## src/pbsp_pkg.sv

```systemverilog
// shared types, codes and constants of the page-backed slot pool allocator
`default_nettype none

package pbsp_pkg;

    // default for the top-level item limit
    localparam int MAX_ITEMS_DEF = 4096;

    // field and datapath widths
    localparam int ITEM_W    = 16;
    localparam int PAGE_W    = 17;
    localparam int COUNT_W   = 13;
    localparam int SLOT_W    = 12;
    localparam int PNUM_W    = 16;
    localparam int CFG_W     = 17;
    localparam int MUL_A_W   = 16;
    localparam int NUM_W     = 33;
    localparam int DIV_STEPS = 33;

    // command codes
    localparam logic [1:0] CMD_ALLOC  = 2'd0;
    localparam logic [1:0] CMD_FREE   = 2'd1;
    localparam logic [1:0] CMD_SETCAP = 2'd2;
    localparam logic [1:0] CMD_NOP    = 2'd3;

    // page action codes
    localparam logic [1:0] ACT_NONE     = 2'd0;
    localparam logic [1:0] ACT_COMMIT   = 2'd1;
    localparam logic [1:0] ACT_DECOMMIT = 2'd2;

    // configuration register indexes
    localparam logic [1:0] REG_ITEM_SIZE  = 2'd0;
    localparam logic [1:0] REG_PAGE_SIZE  = 2'd1;
    localparam logic [1:0] REG_INIT_ITEMS = 2'd2;
    localparam logic [1:0] REG_MAX_ITEMS  = 2'd3;

    // configuration reset values
    localparam logic [ITEM_W-1:0]  ITEM_SIZE_RST  = 16'd64;
    localparam logic [PAGE_W-1:0]  PAGE_SIZE_RST  = 17'd4096;
    localparam logic [COUNT_W-1:0] INIT_ITEMS_RST = 13'd0;
    localparam logic [COUNT_W-1:0] MAX_ITEMS_RST  = 13'd4096;

    // state limits
    localparam logic [COUNT_W-1:0] LIST_EMPTY = 13'h1FFF;
    localparam logic [COUNT_W-1:0] LIVE_MAX   = 13'h1FFF;
    localparam logic [PNUM_W-1:0]  PAGES_MAX  = 16'hFFFF;

    // input word
    typedef struct packed {
        logic [1:0]         command;
        logic [SLOT_W-1:0]  free_slot;
        logic [COUNT_W-1:0] wanted_items;
    } t_in_word;

    // result word
    typedef struct packed {
        logic               granted;
        logic [SLOT_W-1:0]  slot_index;
        logic [COUNT_W-1:0] live_items;
        logic [COUNT_W-1:0] capacity_items;
        logic [1:0]         page_action;
        logic [PNUM_W-1:0]  page_first;
        logic [PNUM_W-1:0]  page_span;
    } t_out_word;

    // operands of the shared multiply-divide unit: (mul_a * mul_b + addend) / divisor
    typedef struct packed {
        logic [MUL_A_W-1:0] mul_a;
        logic [PAGE_W-1:0]  mul_b;
        logic [PAGE_W-1:0]  addend;
        logic [PAGE_W-1:0]  divisor;
    } t_md_req;

endpackage

`default_nettype wire

```

## src/pbsp_muldiv.sv

```systemverilog
// shared multiply-add then restoring divide unit, one quotient bit per cycle
`default_nettype none

module pbsp_muldiv (
    input  wire logic                      i_clk,
    input  wire logic                      i_rst_n,
    input  wire logic                      i_start,
    input  wire pbsp_pkg::t_md_req         i_req,
    output logic                           o_busy,
    output logic                           o_done,
    output logic [pbsp_pkg::NUM_W-1:0]     o_quot
);

    localparam int NW    = pbsp_pkg::NUM_W;
    localparam int DW    = pbsp_pkg::PAGE_W;
    localparam int CNT_W = $clog2(pbsp_pkg::DIV_STEPS + 1);

    logic [NW-1:0]    r_num;
    logic [DW-1:0]    r_divisor;
    logic [DW-1:0]    r_rem;
    logic [CNT_W-1:0] r_cnt;
    logic             r_busy;
    logic             r_done;

    logic [NW-1:0]    w_prod;
    logic [DW:0]      w_rem_sh;
    logic             w_fits;
    logic [DW:0]      w_rem_nx;

    // numerator loaded at start
    assign w_prod = NW'(i_req.mul_a) * NW'(i_req.mul_b) + NW'(i_req.addend);

    // one restoring step: shift in the next numerator bit, subtract if it fits
    assign w_rem_sh = {r_rem, r_num[NW-1]};
    assign w_fits   = (w_rem_sh >= {1'b0, r_divisor});
    assign w_rem_nx = w_fits ? (w_rem_sh - {1'b0, r_divisor}) : w_rem_sh;

    // sequencing of the division
    always_ff @(posedge i_clk) begin
        if (!i_rst_n) begin
            r_busy <= 1'b0;
            r_done <= 1'b0;
            r_cnt  <= '0;
        end else begin
            r_done <= 1'b0;
            if (i_start) begin
                r_num     <= w_prod;
                r_divisor <= i_req.divisor;
                r_rem     <= '0;
                r_cnt     <= CNT_W'(pbsp_pkg::DIV_STEPS);
                r_busy    <= 1'b1;
            end else if (r_busy) begin
                r_num <= {r_num[NW-2:0], w_fits};
                r_rem <= w_rem_nx[DW-1:0];
                r_cnt <= r_cnt - CNT_W'(1);
                if (r_cnt == CNT_W'(1)) begin
                    r_busy <= 1'b0;
                    r_done <= 1'b1;
                end
            end
        end
    end

    assign o_busy = r_busy;
    assign o_done = r_done;
    assign o_quot = r_num;

    // done is a single-cycle pulse
    a_done_pulse: assert property (@(posedge i_clk) disable iff (!i_rst_n)
        r_done |=> !r_done)
        else $error("muldiv done held for more than one cycle");

    // step counter stays in range while dividing
    a_cnt_range: assert property (@(posedge i_clk) disable iff (!i_rst_n)
        r_busy |-> (r_cnt != '0 && r_cnt <= CNT_W'(pbsp_pkg::DIV_STEPS)))
        else $error("muldiv step counter out of range");

    // done only follows a busy cycle
    a_done_after_busy: assert property (@(posedge i_clk) disable iff (!i_rst_n)
        r_done |-> $past(r_busy))
        else $error("muldiv done without division in progress");

endmodule

`default_nettype wire

```

## config.mk

```make
export PLATFORM = sky130hd
export DESIGN_NAME = pbsp_muldiv
export DESIGN_NICKNAME = d
export VERILOG_FILES = /design/src/pbsp_pkg.sv /design/src/pbsp_muldiv.sv
export SDC_FILE = /design/constraint.sdc
export NUM_CORES = 1
export LEC_CHECK = 0
export BUFFER_PORTS_ARGS = -buffer_cell sky130_fd_sc_hd__buf_2
export CORE_MARGIN = 10
export CORE_UTILIZATION = 30
export DETAILED_ROUTE_END_ITERATION = 7
export SYNTH_ARGS = -nofsm -noshare
export SYNTH_HDL_FRONTEND = slang
export SYNTH_SLANG_ARGS = --single-unit
```

## constraint.sdc

```tcl
create_clock -name i_clk -period 15.86 [get_ports i_clk]
set_clock_uncertainty 0.15 [all_clocks]
set_input_delay 0.793 -clock i_clk [delete_from_list [all_inputs] [get_ports i_clk]]
set_output_delay 0.793 -clock i_clk [all_outputs]
set_load 0.01 [all_outputs]
```

==> impl_metrics.toml <==
[layout]
inserted_diodes = 0
final_layout_size_suffix_gt1_share_pct = 10.4
nets = 1947
area_growth_syn_to_layout_pct = 9.76
layout.cells.non_filler = 2130

[grt]
grt_overflow = 0
groute.usage.overall_pct = 12.9
use_met2_pct = 23.5
layer_with_the_highest_usage = "met2"
maximum_number_of_pins_on_one_net_before_global_route_repair = 39
grt_pass1_vias = 10700
global_route.usage.met3_pct = 2.31
global_route.usage.met1_pct = 15.9
antenna_found_initial = 2
grt_pass1_wl_um = 56300

[setup_path]
critical_path_class = "in2reg"
critical_path_buf_inv_count = 4
path_delay_family = "adder cells"
worstPathRequired_ps = 15790
critical-path-slowest-cell = "fa_1"
worstSetupEndpointType = "flip-flop"
arrival_ps = 6510
critPathMaxStageDelay_ps = 630
critical_path_peak_fanout = 16
crit_chain = "buf_2, nand2_1, fa_1, inv_1, fa_1, fa_1, fa_1, fa_1, inv_1, fa_1, inv_1, ha_1, a21oi_1, o21ai_0, a21o_1, a211o_1, o21ai_1, xor2_1, a21oi_1"
setup.worst_path.start_class = "input port"
cell_repeated_most_along_the_worst_path = "fa_1"
worst-r2r-setup-slack_ps = 12310

[logic_synthesis]
dominant_cell_by_count_in_the_synthesized_netlist = "inv_1"
synth_enable_flop_cells = 67
postSynthNetCount = 1888
synth.avg_cell_area_um2 = 9.32
yosys-top-cells-area = "fa_1 (33%), edfxtp_1 (15%), ha_1 (12%)"
synth-main-ff-cell = "edfxtp_1"
yosys.area.top_type_share_pct = 33.1
synthesis.instances = 1466
yosys_reg_bits = 75
synth_warn = 0
syn-cell-area_mm2 = 0.0137
netlist-cell-type-count = 69
synth_top_cell_by_area = "fa_1"
sequential_fraction_of_the_synthesis_area_pct = 15.9
synth.cells.most_frequent = "inv_1 (323), fa_1 (226), nand2_1 (191)"
async_flop_share_pct = 0

[detailed_routing]
routed_wl_um = 34600
drc = 0
routed-via-count = 10100
wl_per_cell_um = 16.2
first_pass_iters = 6
ant_nets = 0
detail_route.vias_per_cell = 4.74
drt-initial-drc-count = 579

[clock_tree]
cts_setup_buffers = 0
postCtsHoldBufs = 0
cts.repair.resized = 0
numCtsBuffers = 9
clock_network_latency_to_the_later_pin_of_the_worst_skew_pair_ps = 340
clockBufferDepth = 2
cts_sinks = 75
cts_root_buf = "clkbuf_16"
tritoncts = "built"
cts.clk_slew.worst_paths_ps = 70
ctsHtreeMaxLevel = 3

[floorplanning]
die_y_um = 233
placement_rows = 78
start_util_pct = 30.2
design.portCount = 105
floorplan.die_area_mm2 = 0.0545
floorplan.die.width_um = 233
core-area_mm2 = 0.0452

[timing]
rel_slew_slack_pct = 26.7
period_needed_ps = 6580
maxSlewViolCount = 0
tns_ps = 0
unrepaired_setup_endpoints_after_global_routing = "no"
timing.hold.ws_ps = 375
setup_viol_count_final = 0
max_freq_mhz = 152
worst-slew-pin-transition_ps = 1100
final_min_period_over_clock_period_pct = 41.5
final-hold-violation-count = 0

[run_status]
status = "completed"

[run]
maxCapViolations = 0

[placement]
place_hpwl_um = 28700
placed_cells = 2114
placement.io_buffers = 104
gp_routability_congestion = 0.868

[hold_path]
hold_wc_path_type = "reg2reg"
## kinds of logic after synthesis
family	synth area share (%)
compound gates	9.06
xor+xnor	2.37
fa+ha+maj	44.6
buf+inv	10.8
flops	15.9
mux	2.33
simple gates	14.9
## metrics by stage
step                      instance area, µm²  utilization [%]  setup slack [ps]
after floorplan                        13700                -              9390
after global placement                 14700             32.5              8950
after detailed placement               14700             32.5              8960
after CTS                              15000             33.2              9280
after global routing                   15000             33.2              9070
final                                  15000             33.2              9280
## cells in the final DEF, fill, tap and decap left out, types with 4 or more instances in the layout
cell type / instances
o21a_1: 16
a211oi_2: 5
nand3_1: 11
o211ai_1: 4
o22ai_1: 4
dfxtp_1: 8
a211oi_1: 10
ha_1: 126
xor2_1: 13
mux2i_1: 7
mux2_2: 18
a21oi_1: 38
fa_1: 226
a211o_1: 4
o21bai_1: 4
nor2b_1: 6
o31ai_1: 5
xnor2_1: 24
nand2b_1: 4
o21ai_0: 16
edfxtp_1: 67
nor3_1: 15
nor2_1: 42
a21o_1: 26
inv_1: 323
and3_1: 4
buf_2: 104
and2_1: 121
clkbuf_16: 9
nand2_1: 191
nand4_1: 13
a31oi_1: 7
## metal layers
metal / share of wire [%] / vias up
met1: 41 / 5131
met5: 0.061 / -
met4: 0.91 / 4
met3: 4.9 / 26
met2: 53 / 222
li1: - / 4703
## worst min-delay path, stage by stage, from the launching register on
cell	delay, ps
dfxtp_1	330
nor2_1	90
a211oi_1	50
## registers in the layout, indices dropped and copies added, names as in the netlist
signal,cells
r_rem,17
o_busy,1
r_cnt,6
o_quot,33
r_divisor,17
o_done,1
## path summary, 6_finish.rpt
check                                      startpoint                 endpoint  cells past startpoint
worst min-delay path            r_cnt[1]$_SDFFE_PP0P_    r_cnt[1]$_SDFFE_PP0P_                      2
worst min register to register  r_cnt[1]$_SDFFE_PP0P_    r_cnt[1]$_SDFFE_PP0P_                      2
worst max-delay path                        i_req[43]     o_quot[25]$_DFFE_PP_                     19
worst max register to register   o_quot[32]$_DFFE_PP_  r_rem[10]$_SDFFCE_PP0P_                     10
## final cells by class
cell class              count  area, µm²
fillers                  4679      30200
multi-input cells        1009      10000
flip-flops and latches     75       2170
inverters                 323       1210
well taps                 600        751
repair buffers            107        543
clock buffers              11        233
clock inverters             5       63.8
Power is left out: the tool's default activity adds up to more than one toggle a clock period on the data nets, which glitch-free logic cannot reach.
